`config.mk`:
```
export PLATFORM = sky130hd
export DESIGN_NAME = wssa_cell
export DESIGN_NICKNAME = d
export VERILOG_FILES = /design/src/rtl/wssa_pkg.sv /design/src/rtl/wssa_cell.sv
export SDC_FILE = /design/constraint.sdc
export NUM_CORES = 1
export LEC_CHECK = 0
export BUFFER_PORTS_ARGS = -buffer_cell sky130_fd_sc_hd__buf_2
export CORE_MARGIN = 2
export CORE_UTILIZATION = 25
export DETAILED_ROUTE_END_ITERATION = 7
export HOLD_SLACK_MARGIN = 0.15
export SLEW_MARGIN = 30
export SYNTH_ARGS = -nofsm -noshare
export SYNTH_HDL_FRONTEND = slang
export SYNTH_SLANG_ARGS = --single-unit
```
`constraint.sdc`:
```
create_clock -name clk -period 11 [get_ports clk]
set_input_delay 2.2 -clock clk [delete_from_list [all_inputs] [get_ports clk]]
set_output_delay 2.2 -clock clk [all_outputs]
set_load 0.02 [all_outputs]
```
`src/rtl/wssa_pkg.sv`:
```
package wssa_pkg;

	// Array geometry and data widths.
	localparam int ARRAY_DIM_DEF = 8;
	localparam int BYTES_PER_WORD = 4;
	localparam int BYTE_W = 8;
	localparam int ACC_W = 32;
	localparam int WORD_W = BYTES_PER_WORD * BYTE_W;
	localparam int IDX_W = 6;
	localparam int LANE_W = $clog2(BYTES_PER_WORD);

	// Command codes.
	localparam logic [1:0] CMD_WRITE_WEIGHTS = 2'd0;
	localparam logic [1:0] CMD_QUEUE_GROUP = 2'd1;
	localparam logic [1:0] CMD_STREAM_STEP = 2'd2;

	typedef struct packed {
		logic [1:0] command;
		logic [IDX_W-1:0] weight_index;
		logic column_group;
		logic [WORD_W-1:0] data_word;
	} cmd_item_t;

	typedef struct packed {
		logic [WORD_W-1:0] result_word;
		logic nonzero_tile;
	} rsp_item_t;

	// Control for one multiply-accumulate cell.
	typedef struct packed {
		logic step;
		logic w_we;
		logic [BYTE_W-1:0] w_byte;
	} cell_ctl_t;

	// Control for one row of the input skew buffer.
	typedef struct packed {
		logic shift;
		logic wr_en;
		logic [BYTE_W-1:0] wr_byte;
	} skew_ctl_t;

	// Byte lane of a packed word; lane 0 sits in the most significant byte.
	function automatic logic [BYTE_W-1:0] byte_of(input logic [WORD_W-1:0] word,
			input logic [LANE_W-1:0] lane);
		return word[(BYTES_PER_WORD - 1 - int'(lane)) * BYTE_W +: BYTE_W];
	endfunction

endpackage

```
`src/rtl/wssa_cell.sv`:
```
module wssa_cell #(
	parameter bit FIRST_COL = 1'b0
) (
	input logic clk,
	input logic arst_n,
	input wssa_pkg::cell_ctl_t ctl,
	input logic signed [wssa_pkg::BYTE_W-1:0] x_in,
	output logic signed [wssa_pkg::BYTE_W-1:0] x_out,
	input logic [wssa_pkg::ACC_W-1:0] psum_in,
	output logic [wssa_pkg::ACC_W-1:0] psum_out,
	output logic [wssa_pkg::ACC_W-1:0] sum_nxt
);

	logic signed [wssa_pkg::BYTE_W-1:0] w_q;
	logic signed [wssa_pkg::BYTE_W-1:0] x_q;
	logic [wssa_pkg::ACC_W-1:0] ps_q;
	logic signed [2*wssa_pkg::BYTE_W-1:0] prod;

	// The first column multiplies the byte arriving from the skew buffer;
	// the others use the byte held from the previous step.
	assign x_out = FIRST_COL ? x_in : x_q;

	// Signed multiply, sign-extend, and add the partial sum from above.
	assign prod = x_out * w_q;
	assign sum_nxt = psum_in + wssa_pkg::ACC_W'(prod);
	assign psum_out = ps_q;

	// Weight, input and partial sum registers.
	always_ff @(posedge clk or negedge arst_n) begin
		if (!arst_n) begin
			w_q <= '0;
			x_q <= '0;
			ps_q <= '0;
		end else begin
			if (ctl.w_we) begin
				w_q <= ctl.w_byte;
			end
			if (ctl.step) begin
				x_q <= x_in;
				ps_q <= sum_nxt;
			end
		end
	end

endmodule

```
==> summary.md <==
| Metric | Value |
|---|---|
| Final Hold Viols | 0 |
| Initial Util | 25.5% |
| Non-filler cells in the finished layout | 1078 |
| Post-CTS Setup Repair Bufs | 0 |
| Max FO, Critical Path | 18 |
| Worst Setup Start Kind | flop |
| Setup TNS | 0 ns |
| Synth warn | 0 |
| Count leader, synth | inv_1 |
| Worst Path Arrival | 7.02 ns |
| WP data required | 8.80 ns |
| Die height | 159 µm |
| Number of global-route vias before repair | 4955 |
| Clk_lat worst skew | 0.30 ns |
| RSZ-0062 raised after global routing | false |
| Total Wirelength | 14.9 mm |
| Clock tree buffer depth | 2 |
| Post-synth EDFFs | 0 |
| Mapped Cells | 635 |
| Total GRT Usage | 12.0% |
| Clock Tree Root | clkbuf_16 |
| Hold Path Class | reg -> reg |
| Primary FF master, synth | dfrtp_1 |
| Layout cells sized above 1 | 24.7% |
| Hold buffer count at CTS | 0 |
| Crit end category | primary output |
| Placer Congestion | 0.834 |
| Vias/cell | 4.44 |
| Fin crit period | 9.22 ns |
| Slew Viols, Final | 0 |
| Setup violations, final | 0 |
| Fill count | 2522 |
| Num CTS Buffers | 5 |
| Post-CTS Resized | 0 |
| Pin count of the biggest net entering global routing | 49 |
| Mean post-synth cell area | 9.43 µm² |
| Yosys cell types | 49 |
| MaxCap Viol Count | 0 |
| Post-synth top cells | inv_1 (101), ha_1 (62), fa_1 (56) |
| Residual DRC count | 0 |
| TritonRoute pass-1 iters | 4 |
| Tcrit/Tclk final | 83.8% |
| Core area | 23500 µm² |
| Die area | 25200 µm² |
| Initial antenna violation count | 0 |
| Cell Count Post-Placement | 1069 |
| Chip width | 159 µm |
| Port bufs | 123 |
| Clk pin slew, worst setup/hold paths | 0.08 ns |
| Largest cells by area after synthesis | dfrtp_1 (20%), fa_1 (19%), ha_1 (13%) |
| DR WL/cell | 13.8 µm |
| Net count after synthesis | 805 |
| First-pass GRT wire length | 24.6 mm |
| FP Rows | 56 |
| Run status | finished clean |
| Max H-tree Level | 2 |
| I/O Pins | 124 |
| Hpwl dp | 12.4 mm |
| Flip-flop and latch count after synthesis | 48 |
| Worst-margin pin slew | 0.671 ns |
| Crit path kind | reg -> out |
| Seq/Total Area, Yosys | 20.1% |
| Rel. slew slack | 55.3% |
| GR Overflow Total | 0 |
| Max Freq | 108 MHz |
| Worst clock skew | 0.0105 ns |
| Synth top area share | 20.1% |
| CTS sink count | 48 |
| P&R area growth vs syn | 20.2% |
| Remaining antenna violation count | 0 |
| Synth area leader | dfrtp_1 |
| Routed vias | 4786 |
| CTS tree | built |
| 1st-iter DRT viols | 187 |
| Ys async rst share | 100% |
| Nets | 927 |
| Syn Std Cell Area | 5990 µm² |
-- flip-flops by register name, indices dropped and copies added, names as in the netlist --
signal,cells
psum_out,32
w_q,8
x_out,8
-- cell families after synthesis --
family,Yosys count,share of synthesized area (%)
AND/OR/NAND/NOR,159,14.0
adder cells (fa/ha/maj),118,31.7
AO/OA/AOI/OAI,112,12.7
buffers and inverters,111,6.96
flip-flops,48,20.1
multiplexers,44,8.26
XOR/XNOR,43,6.29
-- metal layers --
| layer | part of all wire (%) | GRT usage (%) |
|---|---|---|
| met3 | 5.3 | 2.82 |
| met4 | 0.85 | 1.96 |
| met5 | 0 | 0 |
| met1 | 47 | 15.8 |
| met2 | 47 | 20.1 |
-- placed cells by master (no fill, tap or decap), drive strengths merged, types with 2 or more instances in the layout --
cell type / n
a21oi: 40
fa: 56
o22ai: 2
nand4: 3
xor2: 11
clkbuf: 5
nand2: 34
a31oi: 5
o21ai: 12
and2: 46
o211ai: 4
buf: 125
o221ai: 4
inv: 102
a211oi: 3
and3: 6
nand3: 13
nor2: 21
xnor2: 32
o21a: 4
or3: 3
nor2b: 11
nor3: 8
ha: 62
nand2b: 5
o2111ai: 2
o21bai: 6
mux2: 43
or2: 3
dfrtp: 48
nand4b: 2
a211o: 3
a21o: 22
bufinv: 2
-- final cells by class --
cell class / instances / area, µm² / share of cell area [%]
Multi-Input combinational cell: 476 / 4390 / 61.0
Sequential cell: 48 / 1200 / 16.7
Timing Repair Buffer: 125 / 631 / 8.77
Tap cell: 319 / 399 / 5.55
Inverter: 101 / 379 / 5.27
Clock buffer: 5 / 125 / 1.74
Clock inverter: 3 / 68.8 / 0.957
Antenna cell: 1 / 2.50 / 0.0348
-- final timing paths --
kind / start / to / slack [ns] / depth (start not counted)
worst min-delay path: psum_out[30] / psum_out[30] / 0.48 / 2
worst min register to register: psum_out[30] / psum_out[30] / 0.48 / 2
worst max-delay path: w_q[3] / sum_nxt[29] / 1.78 / 23
worst max register to register: w_q[3] / psum_out[29] / 4.16 / 23
max in group asynchronous: arst_n / psum_out[6] / 8.53 / 2
min in group asynchronous: arst_n / psum_out[22] / 1.99 / 2
-- critical path: stages (launching register included) --
cell and delay [ns]:
dfrtp_1 0.47, and2_1 0.24, fa_1 0.61, inv_1 0.15, fa_1 0.55, inv_1 0.05
fa_1 0.52, inv_1 0.05, fa_1 0.52, inv_1 0.04, ha_1 0.33, and3_1 0.18
a21oi_1 0.16, a31oi_1 0.21, xnor2_4 0.57, ha_1 0.41, a21oi_1 0.21, nand2_1 0.09
a21o_1 0.15, a21oi_1 0.36, a31oi_4 0.19, o221ai_1 0.23, xnor2_1 0.17, buf_2 0.20
-- through the flow --
stage               setup slack [ns]  hold WS [ns]  utilization [%]  instance area [µm²]
floorplan                       2.15         0.568                -                 5990
global placement                2.01         0.466             29.8                 6990
detailed placement              1.95         0.466             29.8                 6990
CTS                             1.55         0.486             30.6                 7180
global route                    1.21         0.512             30.6                 7190
finish                          1.78         0.481             30.6                 7190
Power is not shown: default switching activity piles up to over one toggle a cycle in this logic, so the estimate is an artifact.
