### src/rtl/wssa_pkg.sv
package wssa_pkg;

	// Array geometry and data widths.
	localparam int ARRAY_DIM_DEF = 8;
	localparam int BYTES_PER_WORD = 4;
	localparam int BYTE_W = 8;
	localparam int ACC_W = 32;
	localparam int WORD_W = BYTES_PER_WORD * BYTE_W;
	localparam int IDX_W = 6;
	localparam int LANE_W = $clog2(BYTES_PER_WORD);

	// Command codes.
	localparam logic [1:0] CMD_WRITE_WEIGHTS = 2'd0;
	localparam logic [1:0] CMD_QUEUE_GROUP = 2'd1;
	localparam logic [1:0] CMD_STREAM_STEP = 2'd2;

	typedef struct packed {
		logic [1:0] command;
		logic [IDX_W-1:0] weight_index;
		logic column_group;
		logic [WORD_W-1:0] data_word;
	} cmd_item_t;

	typedef struct packed {
		logic [WORD_W-1:0] result_word;
		logic nonzero_tile;
	} rsp_item_t;

	// Control for one multiply-accumulate cell.
	typedef struct packed {
		logic step;
		logic w_we;
		logic [BYTE_W-1:0] w_byte;
	} cell_ctl_t;

	// Control for one row of the input skew buffer.
	typedef struct packed {
		logic shift;
		logic wr_en;
		logic [BYTE_W-1:0] wr_byte;
	} skew_ctl_t;

	// Byte lane of a packed word; lane 0 sits in the most significant byte.
	function automatic logic [BYTE_W-1:0] byte_of(input logic [WORD_W-1:0] word,
			input logic [LANE_W-1:0] lane);
		return word[(BYTES_PER_WORD - 1 - int'(lane)) * BYTE_W +: BYTE_W];
	endfunction

endpackage

### src/rtl/wssa_skew_row.sv
module wssa_skew_row #(
	parameter int DEPTH = wssa_pkg::ARRAY_DIM_DEF,
	parameter bit HOLD_LEFT = 1'b1
) (
	input logic clk,
	input logic arst_n,
	input wssa_pkg::skew_ctl_t ctl,
	output logic signed [wssa_pkg::BYTE_W-1:0] feed
);

	logic [wssa_pkg::BYTE_W-1:0] q [DEPTH];
	logic [wssa_pkg::BYTE_W-1:0] eff [DEPTH];

	// Contents after a write to the entry point, before any shift.
	always_comb begin
		for (int k = 0; k < DEPTH; k++) begin
			eff[k] = q[k];
		end
		if (ctl.wr_en) begin
			eff[0] = ctl.wr_byte;
		end
	end

	// The last entry drives the array's first column.
	assign feed = eff[DEPTH-1];

	// Shift toward the array; the entry point keeps its byte only on the
	// row whose entry point is the buffer's leftmost column.
	always_ff @(posedge clk or negedge arst_n) begin
		if (!arst_n) begin
			for (int k = 0; k < DEPTH; k++) begin
				q[k] <= '0;
			end
		end else if (ctl.shift) begin
			q[0] <= HOLD_LEFT ? eff[0] : '0;
			for (int k = 1; k < DEPTH; k++) begin
				q[k] <= eff[k-1];
			end
		end else if (ctl.wr_en) begin
			q[0] <= ctl.wr_byte;
		end
	end

endmodule

### config.mk
export PLATFORM = sky130hd
export DESIGN_NAME = wssa_skew_row
export DESIGN_NICKNAME = d
export VERILOG_FILES = /design/src/rtl/wssa_pkg.sv /design/src/rtl/wssa_skew_row.sv
export SDC_FILE = /design/constraint.sdc
export NUM_CORES = 1
export LEC_CHECK = 0
export BUFFER_PORTS_ARGS = -buffer_cell sky130_fd_sc_hd__buf_4
export CELL_PAD_IN_SITES_DETAIL_PLACEMENT = 0
export CELL_PAD_IN_SITES_GLOBAL_PLACEMENT = 2
export CORE_ASPECT_RATIO = 0.9
export CORE_MARGIN = 3
export CORE_UTILIZATION = 40
export CTS_CLUSTER_SIZE = 8
export DETAILED_ROUTE_END_ITERATION = 16
export PLACE_DENSITY_LB_ADDON = 0.1
export SLEW_MARGIN = 20
export SYNTH_ARGS = -nofsm -noshare
export SYNTH_HDL_FRONTEND = slang
export SYNTH_SLANG_ARGS = --single-unit
### constraint.sdc
create_clock -name clk -period 2.1 [get_ports clk]
set_input_delay 0.21 -clock clk [delete_from_list [all_inputs] [get_ports clk]]
set_output_delay 0.21 -clock clk [all_outputs]
set_load 0.03 [all_outputs]
==> key figures <==
Logic synthesis
  • Area share of the largest cell type after synthesis: 0.638
  • Count of cell types in the netlist: 6
  • Post-Synthesis Net Count: 155
  • Cells after synthesis: 143
  • Cell area after synthesis: 2510 µm²
  • Post-synthesis area per instance: 17.6 µm²
  • Register area share after synthesis: 0.638
  • Dominant cell type by area after synthesis: sky130_fd_sc_hd__dfrtp_1
  • Post-synthesis register bit count: 64
  • Number of warnings issued by yosys: 0
  • Synth top area cells: sky130_fd_sc_hd__dfrtp_1 (64%), sky130_fd_sc_hd__mux2_2 (22%), sky130_fd_sc_hd__mux2_4 (9.6%), sky130_fd_sc_hd__buf_4 (2.7%), sky130_fd_sc_hd__buf_6 (2.2%)

GRT
  • Global-route usage over all layers: 0.109
  • Vias in the first global route: 1,342
  • Number of antenna violations at the first check in global routing: 0
  • Maximum number of pins on one net before global-route repair: 65
  • First-pass GRT wire length: 5860 µm
  • Gr ovfl total: 0

STA
  • Setup TNS Final: 0 ns
  • Timing-limited maximum frequency: 923 MHz
  • Minimum setup slack in the final design: 1.02 ns
  • Final worst-path cycle share: 0.516
  • Setup repair after global routing missed its margin: no
  • Number of endpoints with negative hold slack in the final report: 0
  • Clk_skew: 0.00661 ns
  • Worst slew margin relative to its limit: 0.482
  • Number of endpoints failing setup at the final stage: 0
  • Max-slew violations: 0
  • Transition time of the tightest slew-check pin: 0.777 ns
  • Crit path time final: 1.08 ns

Floorplanning
  • Area of the core: 5890 µm²
  • Vertical die dimension: 81.2 µm
  • # rows: 26
  • Initial standard-cell utilization of the core: 0.426
  • Floorplan die area: 7270 µm²
  • I/O pins: 20
  • Die W: 89.5 µm

CTS
  • Sink count of the clock tree: 64
  • Hold buffers post-CTS: 1
  • Clock latency reported for the late side of the worst-skew pair: 0.33 ns
  • Depth of the CTS H-tree: 3
  • Clock tree from TritonCTS: built
  • Number of clock buffers inserted by TritonCTS: 9
  • Number of gates resized after cts: 0
  • Number of buffers on the longest clock path: 2
  • Cell at the root of the clock tree: sky130_fd_sc_hd__clkbuf_8
  • Clock transition at the register clock pins on the worst setup and hold paths after CTS: 0.07 ns
  • Number of buffers added for setup after CTS: 0

Setup path
  • Reg-to-reg critical path endpoint: eff[53]$_DFFE_PN0P_
  • Capturing element of the worst setup path: feed[7]
  • Cells traversed along the worst timing path: buf_4
  • Worst Setup Start Kind: flip-flop
  • Critical path origin: feed[7]$_DFFE_PN0P_
  • Slowest cell on the critical path: sky130_fd_sc_hd__dfrtp_1
  • Endpoint type of the worst setup path: output port
  • Largest fanout on the critical path: 2
  • Worst path bufs/invs: 1
  • Worst r2r src: q[61]$_DFF_PN0_
  • Largest delay share family, worst path: flip-flops
  • Arrival @ worst endpoint: 0.87 ns
  • Slack of the worst reg-to-reg path: 1.09 ns
  • Worst Reg2Reg Path Length in Cells: 2
  • Largest stage delay, worst path: 0.38 ns
  • Crit. path cell count: 1
  • Type of the worst setup path: reg2out
  • WP data required: 1.89 ns

Drt
  • Wire length after detailed routing: 3210 µm
  • DRC marker count from the first detailed-route iteration: 46
  • Final ANT Viol Nets: 0
  • Vias/cell: 4.65
  • Residual DRC count: 0
  • Mean routed wirelength per cell: 12.9 µm
  • First-pass detailed-route iteration total: 3
  • Via count: 1,152

Pwr
  • Static Leak: 1.29 nW
  • IR Drop Worst-Case VDD: 0.468 mV
  • P per Cell Area: 1210 nW/µm²

Outcome
  • Run status: complete, no violations

Cells and area
  • Util after Layout: 0.485
  • Fill cell instance count of the final layout: 490
  • Multi-input gate area in the final layout: 781 µm²
  • Area taken by flip-flops and latches: 1600 µm²
  • Layout-stage area growth over the synthesis result: 13.8%
  • NumNets Final: 171
  • Proportion of layout cells with a drive suffix above 1: 0.598
  • Most common library cell in the layout ignoring fill and taps: sky130_fd_sc_hd__dfrtp_1
  • Antenna cells: 0
  • Commonest cells after routing, fill and taps aside: sky130_fd_sc_hd__dfrtp_1 (64), sky130_fd_sc_hd__mux2_2 (48), sky130_fd_sc_hd__buf_4 (19)

Worst hold path
  • Worst hold path startpoint: ctl[2]
  • Worst Hold Class: in2reg

Place
  • Pre-CTS setup slack: 0.752 ns
  • Final HPWL DP: 1960 µm
  • Placer Congestion: 0.673
  • Buffers on Ports: 19

Job
  • Maximum capacitance violations: 0
==> metal layers <==
layer | GRT usage | part of all wire
met1 | 0.116 | 0.42
met2 | 0.182 | 0.52
met3 | 0.0639 | 0.050
met4 | 0.0313 | 0.0084
met5 | 0 | 0
==> flip-flops by register name, indices dropped and copies added (netlist names) <==
| signal | flops |
|---|---|
| eff | 48 |
| feed | 8 |
| q | 8 |
==> worst min-delay path by stage <==
stage / slack (ns) / depth (start not counted) / to
after floorplan: -0.09 / 0 / eff[10]$_DFFE_PN0P_
after global placement: 0.32 / 1 / eff[9]$_DFFE_PN0P_
after detailed placement: 0.35 / 1 / eff[17]$_DFFE_PN0P_
after CTS: 0.1 / 2 / q[58]$_DFF_PN0_
after global routing: 0.10 / 2 / q[56]$_DFF_PN0_
final: 0.12 / 2 / q[58]$_DFF_PN0_
==> cell families (layout without fill, tap and decap cells) <==
logic type	Yosys count	in the layout	synth area share
muxes	64	64	0.311
DFF	64	64	0.638
buffers and inverters	15	36	0.0513
==> final cells by class <==
class	count	share of cell area
sequential	64	0.560
multi-input combinational	64	0.273
clock buffer	14	0.0639
timing repair buffer	20	0.0534
tap	84	0.0368
clock inverter	2	0.0123
==> stage by stage <==
stage	hold slack [ns]	std cells	cell area (µm²)	power (mW)
floorplan	-0.0856	143	2510	2.29
global placement	0.318	231	2630	2.39
detailed placement	0.346	231	2630	2.42
CTS	0.0976	248	2860	3.54
global route	0.101	248	2860	3.68
finish	0.122	248	2860	3.47
==> cells in the mapped netlist <==
master,count
sky130_fd_sc_hd__buf_2,1
sky130_fd_sc_hd__buf_4,9
sky130_fd_sc_hd__buf_6,5
sky130_fd_sc_hd__dfrtp_1,64
sky130_fd_sc_hd__mux2_2,48
sky130_fd_sc_hd__mux2_4,16
==> report_power, final <==
part / internal (mW) / total (mW) / switching, mW
sequential: 1.56 / 1.71 / 0.150
clock: 0.676 / 1.09 / 0.418
combinational: 0.374 / 0.665 / 0.291
total: 2.61 / 3.47 / 0.858
(Power assumes the default switching activity.)
