**src/rtl/wssa_pkg.sv**
```systemverilog
package wssa_pkg;

	// Array geometry and data widths.
	localparam int ARRAY_DIM_DEF = 8;
	localparam int BYTES_PER_WORD = 4;
	localparam int BYTE_W = 8;
	localparam int ACC_W = 32;
	localparam int WORD_W = BYTES_PER_WORD * BYTE_W;
	localparam int IDX_W = 6;
	localparam int LANE_W = $clog2(BYTES_PER_WORD);

	// Command codes.
	localparam logic [1:0] CMD_WRITE_WEIGHTS = 2'd0;
	localparam logic [1:0] CMD_QUEUE_GROUP = 2'd1;
	localparam logic [1:0] CMD_STREAM_STEP = 2'd2;

	typedef struct packed {
		logic [1:0] command;
		logic [IDX_W-1:0] weight_index;
		logic column_group;
		logic [WORD_W-1:0] data_word;
	} cmd_item_t;

	typedef struct packed {
		logic [WORD_W-1:0] result_word;
		logic nonzero_tile;
	} rsp_item_t;

	// Control for one multiply-accumulate cell.
	typedef struct packed {
		logic step;
		logic w_we;
		logic [BYTE_W-1:0] w_byte;
	} cell_ctl_t;

	// Control for one row of the input skew buffer.
	typedef struct packed {
		logic shift;
		logic wr_en;
		logic [BYTE_W-1:0] wr_byte;
	} skew_ctl_t;

	// Byte lane of a packed word; lane 0 sits in the most significant byte.
	function automatic logic [BYTE_W-1:0] byte_of(input logic [WORD_W-1:0] word,
			input logic [LANE_W-1:0] lane);
		return word[(BYTES_PER_WORD - 1 - int'(lane)) * BYTE_W +: BYTE_W];
	endfunction

endpackage

```
**src/rtl/wssa_deskew_col.sv**
```systemverilog
module wssa_deskew_col #(
	parameter int DEPTH = wssa_pkg::ARRAY_DIM_DEF
) (
	input logic clk,
	input logic arst_n,
	input logic shift,
	input logic [wssa_pkg::BYTE_W-1:0] in_byte,
	output logic [wssa_pkg::BYTE_W-1:0] rd_nxt
);

	logic [wssa_pkg::BYTE_W-1:0] q [DEPTH];

	// Shift line: new bottom-row byte enters at the top.
	always_ff @(posedge clk or negedge arst_n) begin
		if (!arst_n) begin
			for (int k = 0; k < DEPTH; k++) begin
				q[k] <= '0;
			end
		end else if (shift) begin
			q[0] <= in_byte;
			for (int k = 1; k < DEPTH; k++) begin
				q[k] <= q[k-1];
			end
		end
	end

	// Value of the read-out entry once this cycle's update has taken place.
	generate
		if (DEPTH == 1) begin : g_single
			assign rd_nxt = shift ? in_byte : q[0];
		end else begin : g_multi
			assign rd_nxt = shift ? q[DEPTH-2] : q[DEPTH-1];
		end
	endgenerate

endmodule

```
**config.mk**
```make
export PLATFORM = sky130hd
export DESIGN_NAME = wssa_deskew_col
export DESIGN_NICKNAME = d
export VERILOG_FILES = /design/src/rtl/wssa_pkg.sv /design/src/rtl/wssa_deskew_col.sv
export SDC_FILE = /design/constraint.sdc
export NUM_CORES = 1
export LEC_CHECK = 0
export BUFFER_PORTS_ARGS = -buffer_cell sky130_fd_sc_hd__buf_4
export CAP_MARGIN = 20
export CORE_ASPECT_RATIO = 2
export CORE_MARGIN = 2
export CORE_UTILIZATION = 59
export DETAILED_ROUTE_END_ITERATION = 10
export MAX_ROUTING_LAYER = met4
export PLACE_DENSITY_LB_ADDON = 0.05
export SYNTH_ARGS = -nofsm -noshare
export SYNTH_HDL_FRONTEND = slang
export SYNTH_SLANG_ARGS = --single-unit
```
**constraint.sdc**
```tcl
create_clock -name clk -period 1 [get_ports clk]
set_input_delay 0.05 -clock clk [delete_from_list [all_inputs] [get_ports clk]]
set_output_delay 0.05 -clock clk [all_outputs]
set_load 0.05 [all_outputs]
```
==> metrics.md, run 1 <==
| Metric | Value |
|---|---|
| Status | `finished with violations` |
| Failing checks | `negative setup slack` |
| Worst slew pin tran | `0.333 ns` |
| Initial DRC Count | `9` |
| Vias in the first global route | `1380` |
| Most common cell in the synthesized netlist | `dfrtp_1` |
| CP startpoint kind | `register` |
| TritonCTS clock tree | `yes` |
| Synthesized instance count | `approximately 140` |
| Share of cells above drive strength 1 | `60.1%` |
| Fillers | `around 280` |
| Post-synth top area share | `around three fifths` |
| Total CTS buffers | `9` |
| Syn avg cell area | `about 20 sq um` |
| Final Slew Violations | `0` |
| Clock Sinks | `64` |
| Clock Path Buffers | `2` |
| Die Ht | `roughly 99 um` |
| Buf+Inv Stages, Crit Path | `1` |
| P per Cell Area | `roughly 2500 mW/mm^2` |
| Predominant post-synthesis flop cell | `dfrtp_1` |
| Initial antenna violation count | `0` |
| Largest reg by FF count | `q` |
| Count of cell types in the netlist | `5` |
| DR WL/cell | `between 15 and 20 um` |
| Max_cap viols | `0` |
| Reg area | `0.00160 sq mm` |
| RSZ-0062 raised after global routing | `yes` |
| Die width | `around 52 um` |
| Worst Clk Skew | `0.00462 ns` |
| Final hold violations | `0` |
| CP max stage cell | `dfrtp_1` |
| Largest regs | `q (64)` |
| Port Buffers | `18` |
| Critical path required time | `0.95 ns` |
| Global Route Usage Sum | `between 10% and 20%` |
| Max Clk Rate | `around 0.84 GHz` |
| Number of vias per cell | `5.11` |
| Starting Density | `about 62%` |
| DRC Markers | `0` |
| I/O pin count | `19` |
| First-pass GRT wire length | `6840 um` |
| Yosys warns | `0` |
| H-tree levels | `3` |
| DP HPWL | `between 2000 and 2500 um` |
| Diode count | `0` |
| Largest net degree at the start of global routing | `65` |
| Peak supply drop | `1540 uV` |
| Final Net Count | `196` |
| Final Routed Wirelength | `between 3000 and 4000 um` |
| Pre-CTS setup slack | `0.0216 ns` |
| Worst r2r dst | `q[14]$_DFFE_PN0P_` |
| Clk_lat worst skew | `0.32 ns` |
| Routed vias | `~1200` |
| CP peak stage delay | `just under 0.4 ns` |
| Remaining global-route overflow | `0` |
| Area leader, netlist | `dfrtp_1` |
| Clock root cell | `clkbuf_8` |
| Multi-input logic area | `roughly 950 sq um` |
| Crit path capture type | `output port` |
| Core area | `around 0.0043 sq mm` |
| Lkg Pwr | `around 0.0016 uW` |
| Die footprint | `0.00513 sq mm` |
| Worst R2R Setup Slack | `0 ns` |
| R2r startpoint | `q[14]$_DFFE_PN0P_` |
| Crit-path cells | `mux2_4 -> buf_8` |
| # rows | `34` |
| Reg2Reg Depth | `3` |
| Hold_sp | `shift` |
| Path category of the worst min-delay check | `input port to register` |
| Post-synthesis sequential area ratio | `roughly three fifths` |
| Worst path top cell family by delay | `flip-flops` |
| Final ANT Viol Nets | `0` |
| Setup violations, final | `8` |
| #FFs+latches synth | `64` |
| Ys async rst share | `100%` |
| Setup ws final | `-0.197 ns` |
| Period utilisation layout | `120%` |
| Pwr Total | `~8000 uW` |
| Post-synth EDFFs | `0` |
| Commonest cells post-synth | `64 x dfrtp_1, 60 x mux2_4, 6 x buf_12` |
| Hold Crit Depth | `2` |
| Final Wtd Congestion | `around 0.68` |
| Synth top area cells | `dfrtp_1 60%, mux2_4 34%, buf_12 4.5%` |
| Critical path class | `register to output port` |
| Worst-path maximum fanout | `2` |
| Worst Hold Endpoint | `q[53]$_DFFE_PN0P_` |
| Area Growth Syn to Fin | `21.2%` |
| Arrival time worst endpoint | `1.15 ns` |
| Pre-antenna DRT Iters | `4` |
| Slew margin rel. | `between 70 and 80%` |
| Final Critical Period | `between 1 and 1.5 ns` |
| Synthesized area | `0.00268 sq mm` |
| Syn Nets | `146` |
| Clk pin slew, worst setup/hold paths | `0.06 ns` |
| Max FFs per register | `64` |
-- through the flow --
stage	cells	hold slack (ns)	setup TNS [ns]	area, sq um	util (%)
finish	242	0.0839	-1.45	3250	74.8
global route	242	0.0826	-1.74	3250	74.8
CTS	240	0.0701	-1.63	3230	74.4
detailed placement	207	0.0721	0	2840	65.5
global placement	207	0.0639	0	2840	65.5
floorplan	135	-0.246	0	2680	-
-- layout by cell type (no fill, tap or decap) --
| cell type | synthesis | routed |
|---|---|---|
| buf_12 | 6 | 3 |
| buf_4 | 0 | 25 |
| buf_6 | 1 | 4 |
| buf_8 | 0 | 5 |
| clkbuf_1 | 0 | 2 |
| clkbuf_8 | 0 | 12 |
| dfrtp_1 | 64 | 64 |
| dlygate4sd3_1 | 0 | 9 |
| mux2_2 | 4 | 4 |
| mux2_4 | 60 | 60 |
-- cell type report --
cell class / instances / area share (%)
clock buffers: 14 / 5.32
repair buffers: 46 / 14.1
flip-flops and latches: 64 / 49.3
multi-input cells: 64 / 29.1
well taps: 54 / 2.08
-- cells by family (layout without fill, tap and decap cells) --
kind of cell	after synthesis	count (layout)	synth area share (%)
muxes	64	64	35.3
DFF	64	64	59.8
buffers and inverters	7	60	4.90
-- per-layer routing --
| metal | GRT usage [%] | vias to the layer above | routed length, um |
|---|---|---|---|
| met1 | 26.4 | 641 | 1800 |
| met3 | 4.95 | 7 | 120 |
| li1 | - | 569 | - |
| met5 | - | - | 0 |
| met4 | 8.50 | 0 | 72 |
| met2 | 26.6 | 20 | 1910 |
-- how the worst max path moves through the flow --
stage / from / end / slack [ns] / cells past startpoint
after CTS: q[12]$_DFFE_PN0P_ / rd_nxt[4] / -0.23 / 2
after global routing: q[11]$_DFFE_PN0P_ / rd_nxt[3] / -0.23 / 2
final: q[12]$_DFFE_PN0P_ / rd_nxt[4] / -0.20 / 2
after floorplan: shift / q[0]$_DFFE_PN0P_ / 0.09 / 3
after detailed placement: shift / rd_nxt[0] / 0.02 / 4
after global placement: shift / rd_nxt[0] / 0.04 / 4
-- power breakdown --
group	switching, uW	leakage (uW)	total (uW)	internal (uW)
registers	379	0.000756	3660	3290
logic	1020	0.000757	2590	1570
clock network	846	0.0000886	1920	1080
total	2250	0.00160	8180	5930
-- timing repair --
action,4_1_cts,5_1_grt
hold buffers,9,0
setup endpoints to repair,8,8
setup buffers,10,2
hold endpoints to repair,72,0
resized for setup,13,1
cloned,0,0
No activity file was read; power rests on OpenSTA's default activity.
==> run 2, diff against run 1 <==
- CORE_UTILIZATION: 59 -> 35
- SETUP_SLACK_MARGIN: not set -> 0.2
==> run 2 against run 1 <==
  * The run still ends with negative setup slack left
  * Die area is 64% higher
  * Setup slack improved by 0.0032 ns
  * Hold slack gained 0.032 ns
  * First-iteration DRC count rose to 5.8 times the previous value
  * Wire length increased by 1.9%
  * Combinational power down 3%
  * Total power is 9.5% higher
  * Count of clock-buffer cells in the layout is 1 higher
  * Register-to-register slack improved by 0.09 ns
  * Sequential share of layout area fell by 2.3 points
  * Via count rose by 0.32%
==> metrics.md, run 2 (synthesis results as in run 1) <==
| Metric | Value |
|---|---|
| Status | `finished with violations` |
| Failing checks | `negative setup slack` |
| Final Critical Period | `approximately 1.2 ns` |
| DRC Markers | `0` |
| DP HPWL | `~2500 um` |
| RSZ-0062 raised after global routing | `yes` |
| Final Slew Violations | `0` |
| R2r startpoint | `q[8]$_DFFE_PN0P_` |
| Max_cap viols | `0` |
| Final Wtd Congestion | `0.644` |
| Worst-path maximum fanout | `2` |
| Final hold violations | `0` |
| Initial antenna violation count | `0` |
| Routed vias | `1241` |
| Critical Path Source | `q[11]$_DFFE_PN0P_` |
| Max FFs per register | `64` |
| Starting Density | `a little over a third` |
| Vias in the first global route | `between 1000 and 1500` |
| Crit-path cells | `mux2_4 -> buf_6` |
| Setup violations, final | `8` |
| CP startpoint kind | `register` |
| Total CTS buffers | `9` |
| Final Routed Wirelength | `between 3000 and 4000 um` |
| Initial DRC Count | `52` |
| Share of cells above drive strength 1 | `roughly 58%` |
| Final Util | `a little under half` |
| Clk_lat worst skew | `~0.32 ns` |
| Arrival time worst endpoint | `between 1 and 1.5 ns` |
| Port Buffers | `18` |
| Worst r2r dst | `q[0]$_DFFE_PN0P_` |
| Clock Path Buffers | `2` |
| Max Clk Rate | `0.837 GHz` |
| Diode count | `0` |
| Global Route Usage Sum | `a little under an eighth` |
| Pwr Total | `roughly 9000 uW` |
| Crit path capture type | `output port` |
| Final ANT Viol Nets | `0` |
| Pre-CTS setup slack | `0.0551 ns` |
| Die Ht | `around 130 um` |
| H-tree levels | `3` |
| Setup ws final | `-0.194 ns` |
| Setup TNS | `-1.45 ns` |
| Clock Sinks | `between 60 and 70` |
| DR WL/cell | `approximately 14 um` |
| Area Growth Syn to Fin | `27.1%` |
| I/O pin count | `19` |
| Slew margin rel. | `between 80% and 90%` |
| Fin Hold WS | `about 0.12 ns` |
| Largest reg by FF count | `q` |
| Pre-antenna DRT Iters | `2` |
| P per Cell Area | `2630 mW/mm^2` |
| Reg2Reg Depth | `2` |
| Most frequent cells in the layout | `64 x dfrtp_1, 60 x mux2_4, 14 x buf_4` |
| Worst Clk Skew | `about 0.0032 ns` |
| Lkg Pwr | `0.00164 uW` |
| Final Net Count | `between 150 and 200` |
| Peak supply drop | `1220 uV` |
| Clock root cell | `clkbuf_16` |
| Die footprint | `0.00841 sq mm` |
| First-pass GRT wire length | `a little under 7000 um` |
| # rows | `45` |
| Worst R2R Setup Slack | `about 0.090 ns` |
| Most common cell after layout, fill and taps aside | `dfrtp_1` |
| TritonCTS clock tree | `yes` |
| Number of vias per cell | `approximately 4.5` |
| Critical path class | `register to output port` |
| Worst slew pin tran | `~0.29 ns` |
| Core area | `between 0.007 and 0.008 sq mm` |
| Die width | `65.9 um` |
| Clk pin slew, worst setup/hold paths | `0.05 ns` |
| CP max stage cell | `dfrtp_1` |
| Remaining global-route overflow | `0` |
| Largest regs | `q (64)` |
| Worst Setup EP | `rd_nxt[3]` |
| Path category of the worst min-delay check | `input port to asynchronous set/reset pin` |
| Critical path required time | `0.95 ns` |
| CP peak stage delay | `about 0.39 ns` |
| Largest net degree at the start of global routing | `33` |
| Period utilisation layout | `119%` |
-- run 2: timing repair --
item	CTS	global route
gates resized for setup	12	6
endpoints found under the hold margin	72	0
hold buffers	9	0
buffers inserted	5	2
setup endpoints to repair	9	15
-- run 2: layout make-up --
class | count | area [sq um]
fillers | 664 | 4080
flip-flops and latches | 64 | 1600
multi-input cells | 64 | 946
repair buffers | 41 | 473
clock buffers | 15 | 268
well taps | 94 | 118
-- run 2: how the worst min path moves through the flow --
stage / end / slack (ns)
detailed placement: q[4]$_DFFE_PN0P_ / -0.1
global route: q[3]$_DFFE_PN0P_ / 0.13
global placement: q[4]$_DFFE_PN0P_ / -0.1
CTS: q[4]$_DFFE_PN0P_ / 0.11
floorplan: q[0]$_DFFE_PN0P_ / -0.25
finish: q[4]$_DFFE_PN0P_ / 0.12
-- run 2: per-stage QoR --
step / std cells / cell area, sq um
4_1_cts: 276 / 3370
5_1_grt: 278 / 3410
3_5_place_dp: 247 / 2930
6_report: 278 / 3410
3_3_place_gp: 247 / 2930
2_1_floorplan: 135 / 2690
-- run 2: critical path, delay by kind of cell, from the launching register on --
family | cells | cell delay (ns)
flip-flops | 1 | 0.39
multiplexers | 1 | 0.28
buffers and inverters | 1 | 0.15
-- run 2: per-layer routing --
| metal | part of all wire, % | vias to the layer above | wire length (um) | global-route usage [%] |
|---|---|---|---|---|
| met3 | 3.1 | 11 | 122 | 3.16 |
| met4 | 3.5 | 0 | 139 | 8.82 |
| li1 | - | 557 | - | - |
| met1 | 42 | 652 | 1680 | 13.9 |
| met2 | 51 | 21 | 2040 | 16.2 |
| met5 | 0 | - | 0 | - |
-- run 2: where the power goes --
part           total, uW  leakage, uW  switching [uW]  internal, uW
clock               2780     0.000130             982          1800
combinational       2510     0.000751             984          1530
sequential          3660     0.000756             371          3290
total               8960      0.00164            2340          6620
